## src/rtl/gdad_pkg.sv

```systemverilog
package gdad_pkg;

    localparam int YEAR_LIMIT_DEF = 9999;

    localparam int YEAR_W  = 14;
    localparam int MONTH_W = 4;
    localparam int DAY_W   = 5;
    localparam int ADD_W   = 20;
    localparam int ORD_W   = 23;
    localparam int YR_W    = 16;

    localparam int DAYS_400 = 146097;
    localparam int DAYS_100 = 36524;
    localparam int DAYS_4   = 1461;
    localparam int DAYS_1   = 365;

    localparam int RECIP_K   = 32;
    localparam int DIV100_M  = 5243;
    localparam int DIV100_SH = 19;

    localparam int MONTHS  = 12;
    localparam int FEB_IDX = 1;

    // days before month m (0 is January)
    function automatic logic [8:0] cum_days(input logic [MONTH_W-1:0] m, input logic leap);
        logic [8:0] base;
        case (m)
            4'd0:    base = 9'd0;
            4'd1:    base = 9'd31;
            4'd2:    base = 9'd59;
            4'd3:    base = 9'd90;
            4'd4:    base = 9'd120;
            4'd5:    base = 9'd151;
            4'd6:    base = 9'd181;
            4'd7:    base = 9'd212;
            4'd8:    base = 9'd243;
            4'd9:    base = 9'd273;
            4'd10:   base = 9'd304;
            4'd11:   base = 9'd334;
            default: base = 9'd0;
        endcase
        if (leap && m > MONTH_W'(FEB_IDX))
        begin
            base = base + 9'd1;
        end
        return base;
    endfunction

endpackage

```

## src/rtl/gdad_if.sv

```systemverilog
interface gdad_in_if;
    import gdad_pkg::*;
    logic               valid;
    logic               ready;
    logic [YEAR_W-1:0]  start_year;
    logic [MONTH_W-1:0] start_month;
    logic [DAY_W-1:0]   start_day;
    logic [ADD_W-1:0]   add_days;
    modport source(output valid, start_year, start_month, start_day, add_days, input ready);
    modport sink(input valid, start_year, start_month, start_day, add_days, output ready);
endinterface

interface gdad_out_if;
    import gdad_pkg::*;
    logic               valid;
    logic               ready;
    logic [YEAR_W-1:0]  result_year;
    logic [MONTH_W-1:0] result_month;
    logic [DAY_W-1:0]   result_day;
    logic               overflow;
    modport source(output valid, result_year, result_month, result_day, overflow, input ready);
    modport sink(input valid, result_year, result_month, result_day, overflow, output ready);
endinterface

```

## src/rtl/gregorian_date_add_days_core.sv

```systemverilog
// gregorian date plus day count
// din (sink): start_year, start_month, start_day, add_days; a word moves
//   when valid and ready are high at a rising clk edge
// dout (source): result_year, result_month, result_day, overflow
// one result word per input word, in order
// throughput: one word per cycle unless stalled; the 13 register stages
//   each hold one word (3 stages to the day ordinal, 10 stages back
//   through 400/100/4/1-year chunks by reciprocal multiply (400, 4) or
//   compare (100, 1), and the month compare)
// the whole pipeline advances together; din.ready is low only while a
//   finished word sits in the output register and dout.ready is low,
//   so a stall holds every stage and nothing is dropped or repeated
// reset (rst_n low, asynchronous) empties the pipeline; words in flight
//   are discarded and dout.valid goes low
// a result year above YEAR_LIMIT gives overflow with 31 December of YEAR_LIMIT
module gregorian_date_add_days_core #(
    parameter int YEAR_LIMIT = gdad_pkg::YEAR_LIMIT_DEF
) (
    input  logic          clk,
    input  logic          rst_n,
    gdad_in_if.sink       din,
    gdad_out_if.source    dout
);
    import gdad_pkg::*;

    localparam longint M400  = (64'd1 << RECIP_K) / DAYS_400;
    localparam longint M1461 = (64'd1 << RECIP_K) / DAYS_4;
    localparam int     M400_W  = $clog2(M400 + 1);
    localparam int     M1461_W = $clog2(M1461 + 1);

    logic             out_vld_reg;
    logic             en;
    logic             ov;
    logic [ORD_W-1:0] r0;

    assign en        = !out_vld_reg || dout.ready;
    assign din.ready = en;

    gdad_to_ordinal u_to_ord (
        .clk         (clk),
        .rst_n       (rst_n),
        .en          (en),
        .vld         (din.valid),
        .start_year  (din.start_year),
        .start_month (din.start_month),
        .start_day   (din.start_day),
        .add_days    (din.add_days),
        .ord_vld     (ov),
        .ord_m1      (r0)
    );

    // b1: estimate of 400-year quotient
    logic [ORD_W+M400_W-1:0] prod400;
    logic             v1_reg;
    logic [ORD_W-1:0] r1_reg;
    logic [5:0]       q1_reg, q1_next;
    // b2: remainder
    logic             v2_reg;
    logic [ORD_W-1:0] r2_reg, r2_next;
    logic [5:0]       q2_reg;
    // b3: correction
    logic             v3_reg;
    logic [17:0]      r3_reg, r3_next;
    logic [5:0]       q400_3_reg, q400_3_next;
    // b4: century
    logic             v4_reg;
    logic [15:0]      r4_reg, r4_next;
    logic [5:0]       q400_4_reg;
    logic [1:0]       q100_4_reg, q100_4_next;
    // b5: estimate of 4-year quotient
    logic [16+M1461_W-1:0] prod4;
    logic             v5_reg;
    logic [15:0]      r5_reg;
    logic [4:0]       q4_5_reg, q4_5_next;
    logic [5:0]       q400_5_reg;
    logic [1:0]       q100_5_reg;
    // b6: remainder
    logic             v6_reg;
    logic [15:0]      r6_reg, r6_next;
    logic [4:0]       q4_6_reg;
    logic [5:0]       q400_6_reg;
    logic [1:0]       q100_6_reg;
    // b7: correction
    logic             v7_reg;
    logic [10:0]      r7_reg, r7_next;
    logic [4:0]       q4_7_reg, q4_7_next;
    logic [5:0]       q400_7_reg;
    logic [1:0]       q100_7_reg;
    // b8: single years, year number, leap
    logic [1:0]       q1y;
    logic             v8_reg;
    logic [8:0]       r8_reg, r8_next;
    logic [YR_W-1:0]  yr8_reg, yr8_next;
    logic             lp8_reg, lp8_next;
    // b9: month index
    logic             v9_reg;
    logic [8:0]       r9_reg;
    logic [YR_W-1:0]  yr9_reg;
    logic             lp9_reg;
    logic [MONTH_W-1:0] m9_reg, m9_next;
    // b10: output
    logic [YEAR_W-1:0]  oy_reg, oy_next;
    logic [MONTH_W-1:0] om_reg, om_next;
    logic [DAY_W-1:0]   od_reg, od_next;
    logic               oo_reg, oo_next;

    always_comb
    begin
        prod400 = (ORD_W+M400_W)'(r0) * (ORD_W+M400_W)'(M400);
        q1_next = 6'(prod400 >> RECIP_K);

        r2_next = r1_reg - ORD_W'(q1_reg) * ORD_W'(DAYS_400);

        if (r2_reg >= ORD_W'(DAYS_400))
        begin
            q400_3_next = q2_reg + 6'd1;
            r3_next     = 18'(r2_reg - ORD_W'(DAYS_400));
        end
        else
        begin
            q400_3_next = q2_reg;
            r3_next     = 18'(r2_reg);
        end

        if (r3_reg >= 18'(3 * DAYS_100))
        begin
            q100_4_next = 2'd3;
            r4_next     = 16'(r3_reg - 18'(3 * DAYS_100));
        end
        else if (r3_reg >= 18'(2 * DAYS_100))
        begin
            q100_4_next = 2'd2;
            r4_next     = 16'(r3_reg - 18'(2 * DAYS_100));
        end
        else if (r3_reg >= 18'(DAYS_100))
        begin
            q100_4_next = 2'd1;
            r4_next     = 16'(r3_reg - 18'(DAYS_100));
        end
        else
        begin
            q100_4_next = 2'd0;
            r4_next     = 16'(r3_reg);
        end

        prod4     = (16+M1461_W)'(r4_reg) * (16+M1461_W)'(M1461);
        q4_5_next = 5'(prod4 >> RECIP_K);

        r6_next = r5_reg - 16'(q4_5_reg) * 16'(DAYS_4);

        if (r6_reg >= 16'(DAYS_4))
        begin
            q4_7_next = q4_6_reg + 5'd1;
            r7_next   = 11'(r6_reg - 16'(DAYS_4));
        end
        else
        begin
            q4_7_next = q4_6_reg;
            r7_next   = 11'(r6_reg);
        end

        if (r7_reg >= 11'(3 * DAYS_1))
        begin
            q1y = 2'd3;
        end
        else if (r7_reg >= 11'(2 * DAYS_1))
        begin
            q1y = 2'd2;
        end
        else if (r7_reg >= 11'(DAYS_1))
        begin
            q1y = 2'd1;
        end
        else
        begin
            q1y = 2'd0;
        end
        r8_next  = 9'(r7_reg - 11'(q1y) * 11'(DAYS_1));
        yr8_next = YR_W'(q400_7_reg) * YR_W'(400) + YR_W'(q100_7_reg) * YR_W'(100)
                 + YR_W'(q4_7_reg) * YR_W'(4) + YR_W'(q1y) + YR_W'(1);
        lp8_next = (q1y == 2'd3) && ((q4_7_reg != 5'd24) || (q100_7_reg == 2'd3));

        m9_next = '0;
        for (int k = 1; k < MONTHS; k++)
        begin
            if (r8_reg >= cum_days(MONTH_W'(k), lp8_reg))
            begin
                m9_next = m9_next + MONTH_W'(1);
            end
        end

        if (yr9_reg > YR_W'(YEAR_LIMIT))
        begin
            oy_next = YEAR_W'(YEAR_LIMIT);
            om_next = MONTH_W'(MONTHS);
            od_next = DAY_W'(31);
            oo_next = 1'b1;
        end
        else
        begin
            oy_next = YEAR_W'(yr9_reg);
            om_next = m9_reg + MONTH_W'(1);
            od_next = DAY_W'(r9_reg - cum_days(m9_reg, lp9_reg) + 9'd1);
            oo_next = 1'b0;
        end
    end

    always_ff @(posedge clk or negedge rst_n)
    begin
        if (!rst_n)
        begin
            v1_reg      <= 1'b0;
            v2_reg      <= 1'b0;
            v3_reg      <= 1'b0;
            v4_reg      <= 1'b0;
            v5_reg      <= 1'b0;
            v6_reg      <= 1'b0;
            v7_reg      <= 1'b0;
            v8_reg      <= 1'b0;
            v9_reg      <= 1'b0;
            out_vld_reg <= 1'b0;
        end
        else if (en)
        begin
            v1_reg      <= ov;
            v2_reg      <= v1_reg;
            v3_reg      <= v2_reg;
            v4_reg      <= v3_reg;
            v5_reg      <= v4_reg;
            v6_reg      <= v5_reg;
            v7_reg      <= v6_reg;
            v8_reg      <= v7_reg;
            v9_reg      <= v8_reg;
            out_vld_reg <= v9_reg;
        end
    end

    always_ff @(posedge clk)
    begin
        if (en)
        begin
            r1_reg     <= r0;
            q1_reg     <= q1_next;
            r2_reg     <= r2_next;
            q2_reg     <= q1_reg;
            r3_reg     <= r3_next;
            q400_3_reg <= q400_3_next;
            r4_reg     <= r4_next;
            q400_4_reg <= q400_3_reg;
            q100_4_reg <= q100_4_next;
            r5_reg     <= r4_reg;
            q4_5_reg   <= q4_5_next;
            q400_5_reg <= q400_4_reg;
            q100_5_reg <= q100_4_reg;
            r6_reg     <= r6_next;
            q4_6_reg   <= q4_5_reg;
            q400_6_reg <= q400_5_reg;
            q100_6_reg <= q100_5_reg;
            r7_reg     <= r7_next;
            q4_7_reg   <= q4_7_next;
            q400_7_reg <= q400_6_reg;
            q100_7_reg <= q100_6_reg;
            r8_reg     <= r8_next;
            yr8_reg    <= yr8_next;
            lp8_reg    <= lp8_next;
            r9_reg     <= r8_reg;
            yr9_reg    <= yr8_reg;
            lp9_reg    <= lp8_reg;
            m9_reg     <= m9_next;
            oy_reg     <= oy_next;
            om_reg     <= om_next;
            od_reg     <= od_next;
            oo_reg     <= oo_next;
        end
    end

    assign dout.valid        = out_vld_reg;
    assign dout.result_year  = oy_reg;
    assign dout.result_month = om_reg;
    assign dout.result_day   = od_reg;
    assign dout.overflow     = oo_reg;

    a_rem400_range: assert property (@(posedge clk) disable iff (!rst_n)
        v3_reg |-> (r3_reg < 18'(DAYS_400)))
        else $error("400-year remainder out of range");

    a_rem4_range: assert property (@(posedge clk) disable iff (!rst_n)
        v7_reg |-> (r7_reg < 11'(DAYS_4)))
        else $error("4-year remainder out of range");

    a_month_range: assert property (@(posedge clk) disable iff (!rst_n)
        v9_reg |-> (m9_reg < MONTH_W'(MONTHS)))
        else $error("month index out of range");

    a_ovf_date: assert property (@(posedge clk) disable iff (!rst_n)
        (dout.valid && dout.overflow) |->
            (dout.result_month == MONTH_W'(MONTHS) && dout.result_day == DAY_W'(31)))
        else $error("overflow word without saturated date");

endmodule

```

## src/rtl/gdad_to_ordinal.sv

```systemverilog
module gdad_to_ordinal (
    input  logic                          clk,
    input  logic                          rst_n,
    input  logic                          en,
    input  logic                          vld,
    input  logic [gdad_pkg::YEAR_W-1:0]   start_year,
    input  logic [gdad_pkg::MONTH_W-1:0]  start_month,
    input  logic [gdad_pkg::DAY_W-1:0]    start_day,
    input  logic [gdad_pkg::ADD_W-1:0]    add_days,
    output logic                          ord_vld,
    output logic [gdad_pkg::ORD_W-1:0]    ord_m1
);
    import gdad_pkg::*;

    // stage 1: year scaling and divide-by-100 products
    logic [YEAR_W-1:0]  y_c;
    logic [MONTH_W-1:0] mo_c;
    logic [YEAR_W-1:0]  p;
    logic [11:0]        p4;
    logic [26:0]        p_m100;
    logic [25:0]        p4_m100;
    logic [26:0]        y_m100;
    logic [25:0]        y4_m100;

    logic               v1_reg;
    logic [YEAR_W-1:0]  y1_reg;
    logic [MONTH_W-1:0] mo1_reg;
    logic [DAY_W-1:0]   d1_reg;
    logic [ADD_W-1:0]   add1_reg;
    logic [ORD_W-1:0]   p365_reg, p365_next;
    logic [11:0]        p4_reg;
    logic [7:0]         p100_reg, p100_next;
    logic [5:0]         p400_reg, p400_next;
    logic [7:0]         qy_reg, qy_next;
    logic [5:0]         qy4_reg, qy4_next;

    always_comb
    begin
        y_c     = (start_year == '0) ? YEAR_W'(1) : start_year;
        mo_c    = (start_month == '0) ? MONTH_W'(1) :
                  (start_month > MONTH_W'(MONTHS)) ? MONTH_W'(MONTHS) : start_month;
        p       = y_c - YEAR_W'(1);
        p4      = p[YEAR_W-1:2];
        p_m100  = 27'(p) * 27'(DIV100_M);
        p4_m100 = 26'(p4) * 26'(DIV100_M);
        y_m100  = 27'(y_c) * 27'(DIV100_M);
        y4_m100 = 26'(y_c[YEAR_W-1:2]) * 26'(DIV100_M);
        p365_next = ORD_W'(p) * ORD_W'(DAYS_1);
        p100_next = 8'(p_m100 >> DIV100_SH);
        p400_next = 6'(p4_m100 >> DIV100_SH);
        qy_next   = 8'(y_m100 >> DIV100_SH);
        qy4_next  = 6'(y4_m100 >> DIV100_SH);
    end

    // stage 2: leap test, whole-year day count and days before the month
    logic                leap;
    logic               v2_reg;
    logic [ORD_W-1:0]   days2_reg, days2_next;
    logic [8:0]         cum2_reg, cum2_next;
    logic [DAY_W-1:0]   d2_reg;
    logic [ADD_W-1:0]   add2_reg;

    always_comb
    begin
        leap = (y1_reg[1:0] == 2'd0) &&
               ((15'(y1_reg) != 15'(qy_reg) * 15'd100) ||
                (13'(y1_reg[YEAR_W-1:2]) == 13'(qy4_reg) * 13'd100));
        days2_next = p365_reg + ORD_W'(p4_reg) - ORD_W'(p100_reg) + ORD_W'(p400_reg);
        cum2_next  = cum_days(mo1_reg - MONTH_W'(1), leap);
    end

    // stage 3: ordinal, add, minus one
    logic [ORD_W:0]     ord;
    logic [ORD_W:0]     ord_fix;
    logic               v3_reg;
    logic [ORD_W-1:0]   r3_reg, r3_next;

    always_comb
    begin
        ord     = (ORD_W+1)'(days2_reg) + (ORD_W+1)'(cum2_reg) + (ORD_W+1)'(d2_reg);
        ord_fix = (ord == '0) ? (ORD_W+1)'(1) : ord;
        r3_next = ORD_W'(ord_fix + (ORD_W+1)'(add2_reg) - (ORD_W+1)'(1));
    end

    always_ff @(posedge clk or negedge rst_n)
    begin
        if (!rst_n)
        begin
            v1_reg <= 1'b0;
            v2_reg <= 1'b0;
            v3_reg <= 1'b0;
        end
        else if (en)
        begin
            v1_reg <= vld;
            v2_reg <= v1_reg;
            v3_reg <= v2_reg;
        end
    end

    always_ff @(posedge clk)
    begin
        if (en)
        begin
            y1_reg    <= y_c;
            mo1_reg   <= mo_c;
            d1_reg    <= start_day;
            add1_reg  <= add_days;
            p365_reg  <= p365_next;
            p4_reg    <= p4;
            p100_reg  <= p100_next;
            p400_reg  <= p400_next;
            qy_reg    <= qy_next;
            qy4_reg   <= qy4_next;
            days2_reg <= days2_next;
            cum2_reg  <= cum2_next;
            d2_reg    <= d1_reg;
            add2_reg  <= add1_reg;
            r3_reg    <= r3_next;
        end
    end

    assign ord_vld = v3_reg;
    assign ord_m1  = r3_reg;

endmodule
```

## src/flat_wrapper.sv

```systemverilog
// flat-port wrapper written by rule: the top's interface ports become plain ports
module gregorian_date_add_days_core_flat import gdad_pkg::*;
#(
    parameter int YEAR_LIMIT = gdad_pkg::YEAR_LIMIT_DEF
)
  (clk, rst_n, din_valid, din_start_year, din_start_month, din_start_day, din_add_days, din_ready, dout_valid, dout_result_year, dout_result_month, dout_result_day, dout_overflow, dout_ready);
  gdad_in_if din_i ();
  gdad_out_if dout_i ();
  input  logic clk;
  input  logic rst_n;
  input wire logic [$bits(din_i.valid)-1:0] din_valid;
  input wire logic [$bits(din_i.start_year)-1:0] din_start_year;
  input wire logic [$bits(din_i.start_month)-1:0] din_start_month;
  input wire logic [$bits(din_i.start_day)-1:0] din_start_day;
  input wire logic [$bits(din_i.add_days)-1:0] din_add_days;
  output wire logic [$bits(din_i.ready)-1:0] din_ready;
  output wire logic [$bits(dout_i.valid)-1:0] dout_valid;
  output wire logic [$bits(dout_i.result_year)-1:0] dout_result_year;
  output wire logic [$bits(dout_i.result_month)-1:0] dout_result_month;
  output wire logic [$bits(dout_i.result_day)-1:0] dout_result_day;
  output wire logic [$bits(dout_i.overflow)-1:0] dout_overflow;
  input wire logic [$bits(dout_i.ready)-1:0] dout_ready;
  assign din_i.valid = din_valid;
  assign din_i.start_year = din_start_year;
  assign din_i.start_month = din_start_month;
  assign din_i.start_day = din_start_day;
  assign din_i.add_days = din_add_days;
  assign din_ready = din_i.ready;
  assign dout_valid = dout_i.valid;
  assign dout_result_year = dout_i.result_year;
  assign dout_result_month = dout_i.result_month;
  assign dout_result_day = dout_i.result_day;
  assign dout_overflow = dout_i.overflow;
  assign dout_i.ready = dout_ready;
  gregorian_date_add_days_core #(.YEAR_LIMIT(YEAR_LIMIT)) u_core (.clk(clk), .rst_n(rst_n), .din(din_i), .dout(dout_i));
endmodule
```

## config.mk

```make
export PLATFORM = sky130hd
export DESIGN_NAME = gregorian_date_add_days_core_flat
export DESIGN_NICKNAME = d
export VERILOG_FILES = /design/src/rtl/gdad_pkg.sv /design/src/rtl/gdad_if.sv /design/src/rtl/gregorian_date_add_days_core.sv /design/src/rtl/gdad_to_ordinal.sv /design/src/flat_wrapper.sv
export SDC_FILE = /design/constraint.sdc
export NUM_CORES = 2
export LEC_CHECK = 0
export ABC_AREA = 1
export BUFFER_PORTS_ARGS = -buffer_cell sky130_fd_sc_hd__buf_2
export CORE_MARGIN = 2
export CORE_UTILIZATION = 30
export DETAILED_ROUTE_END_ITERATION = 10
export SLEW_MARGIN = 20
export SYNTH_ARGS = -nofsm -noshare
export SYNTH_HDL_FRONTEND = slang
export SYNTH_SLANG_ARGS = --single-unit
```

## constraint.sdc

```tcl
create_clock -name clk -period 14.6 [get_ports clk]
set_clock_uncertainty 0.2 [all_clocks]
set_input_delay 0 -clock clk [delete_from_list [all_inputs] [get_ports clk]]
set_output_delay 0 -clock clk [all_outputs]
set_load 0.02 [all_outputs]
```

==> reports/metrics.yaml <==
crit_path_end_kind: "flip-flop"
worstMarginPinSlew_ns: 1.083
port_buffers: 72
post-route-util: 0.3349
drt-met1-wl_um: 46490
cts_tree: "done"
dieArea_um2: 179900
grt_pass1_vias: 36570
finalWorstPathRequiredPeriod_ns: 8.649
die_h_um: 424.2
wirelength_um: 110000
cts.sinks: 468
rsz0062_at_grt: "false"
synth_cell_types: 53
regToRegSetupSlack_ns: 6.74
crit_cells: 39
setup_viol: 0
synth_fp_nets: 6842
dp.cells: 7651
drv_cap: 0
clkLatencyLatePin_ns: 0.66
cpLargestDelayFamily: "adder cells"
fmax_mhz: 115.6
first_iter_violations: 1444
synth_edf_count: 450
clockRootBuffer: "clkbuf_16"
fin_cells: 7829
hpwl_um: 91730
finalHoldViolCount: 0
fin_crit_sh: 0.5924
max_stage_delay_ns: 0.74
cts_resized: 0
cts-buffers-inserted: 53
synth_seq_cells: 468
netlist_area_um2: 52970
final_cell_area_um2: 58850
critPathMaxFanout: 13
tns_ns: 0
critPathBufInv: 10
ioPinCount: 73
antenna_found_initial: 0
drc: 0
antenna_left: 0
cp.required_ns: 14.79
grt_max_degree: 187
via_count: 34670
wl_met3_um: 3115
post_cts_buffers: 0
grt_util_all_layers: 0.1250
routed.top_layer: "met4"
drive_gt1_frac: 0.04463
grt_pass1_wl_um: 183600
maxSlewHeadroom: 0.2777
firstDrtPassIters: 5
via_per_inst: 4.428
clockBufferDepth: 3
gp_congestion: 0.9007
diodes: 0
rr_worst_depth: 46
crit_path_start: "din_start_year[6]"
route.detailed.wl_per_inst_um: 14.04
crit_top_cell: "nand2_1"
r2r_start: "u_core.lp8_reg$_DFFE_PN_"
start_util: 0.3014
async_flop_share: 0.02778
syn_avg_cell_area_um2: 10.10
wl_met2_um: 57780
crit_type: "in -> reg"
dieWidth_um: 424.2
synthFlopType: "edfxtp_1"
num-nets-final: 7044
ys_seq_area_frac: 0.2632
clk_pin_slew_ns: 0.07
hold_path_class: "in -> reg"
ys_warn_count: 0
netlist_instances: 5242
drv_slew: 0
cp_slowest_cell: "nor2_1"
hp-start: "din_start_month[1]"
outcome: "finished clean"
rows: 154
placed_area_um2: 56340
crit_path_start_kind: "input pin"
area_growth_pct: 11.10
grt-ovfl-total: 0
h-tree-depth: 2
core-area_um2: 175700
cp.arrival_ns: 8.84
min_path_cells: 3
cell families after synthesis:
family	count (synthesis)	synth area share
adders and majority gates	1553	0.4477
and+or+nand+nor	1012	0.08294
AOI/OAI and AO/OA	570	0.06109
DFF	468	0.2632
xor gates and xnor gates	302	0.04994
buffers and inverters	1335	0.09480
muxes	2	0.0004252
cell usage after synthesis (all sizes together), types with 9 or more instances:
master	count	share of area
o211ai	14	0.0020
dfrtp	13	0.0061
a21boi	9	0.0013
o21bai	17	0.0024
fa	570	0.22
a31oi	26	0.0031
nor2	203	0.015
o21ai	149	0.014
nand2	529	0.039
inv	1314	0.093
or2	26	0.0031
a21o	25	0.0035
nor4	12	0.0014
nand3	153	0.015
clkbuf	16	0.0011
a211oi	12	0.0017
nand4	38	0.0045
ha	983	0.23
nor3	36	0.0034
xnor2	91	0.015
edfxtp	450	0.26
xor2	211	0.035
a21oi	271	0.026
o31ai	11	0.0016
layout make-up:
class | count | area [µm²]
clock buffers | 61 | 1356
clock inverters | 39 | 362.8
fillers | 17790 | 116900
inverters | 1315 | 4943
multi-input cells | 3439 | 34020
flip-flops and latches | 468 | 13940
well taps | 2340 | 2928
repair buffers | 167 | 1294
worst register-to-register path, delay by kind of cell (launching register included):
family | cells | cell delay [ns]
flops | 1 | 0.46
fa+ha+maj | 11 | 3.11
simple gates | 24 | 2.98
buf+inv | 8 | 0.67
compound gates | 3 | 0.42
final timing paths:
kind	to
hold reg to reg	u_core.q400_7_reg[5]$_DFFE_PN_
min in group asynchronous	u_core.v6_reg$_DFFE_PN0N_
setup reg to reg	flip-flop
max in group asynchronous	u_core.v3_reg$_DFFE_PN0N_
hold / removal	u_core.u_to_ord.mo1_reg[1]$_SDFFCE_PP0N_
setup / recovery	u_core.u_to_ord.p400_reg[5]$_DFFE_PN_
stage by stage:
step	hold WS (ns)	worst slack, ns
6_report	0.04730	5.951
5_1_grt	0.03070	5.340
4_1_cts	0.009882	5.986
3_5_place_dp	-0.3005	5.843
3_3_place_gp	-0.3054	5.964
2_1_floorplan	-0.4956	0.1811
per-layer routing:
layer,global-route usage,vias up
li1,-,17330
met2,0.2367,411
met4,0.03256,0
met5,0,-
met3,0.01363,128
met1,0.1488,16800
placed cells by master, fill, tap and decap left out, drive strengths merged, types with 13 or more instances in the layout:
master,Yosys,layout
a31oi,26,26
fa,570,570
o21ai,149,149
clkbuf,16,61
clkinv,1,30
nand4,38,38
buf,4,89
o21bai,17,17
or2,26,26
o211ai,14,14
inv,1314,1316
nor2,203,203
dlygate4sd3,0,78
a21oi,271,271
dfrtp,13,13
nand2,529,529
ha,983,983
xnor2,91,91
nor3,36,36
a21o,25,25
nand3,153,153
edfxtp,450,450
xor2,211,211
what timing repair did:
item                                   in CTS  in global routing
hold buffers                               78                  0
endpoints found under the hold margin      75                  0
setup endpoints to repair                   0                  0
Power is left out: the tool's default activity adds up to more than one toggle a clock period on the data nets, which glitch-free logic cannot reach.
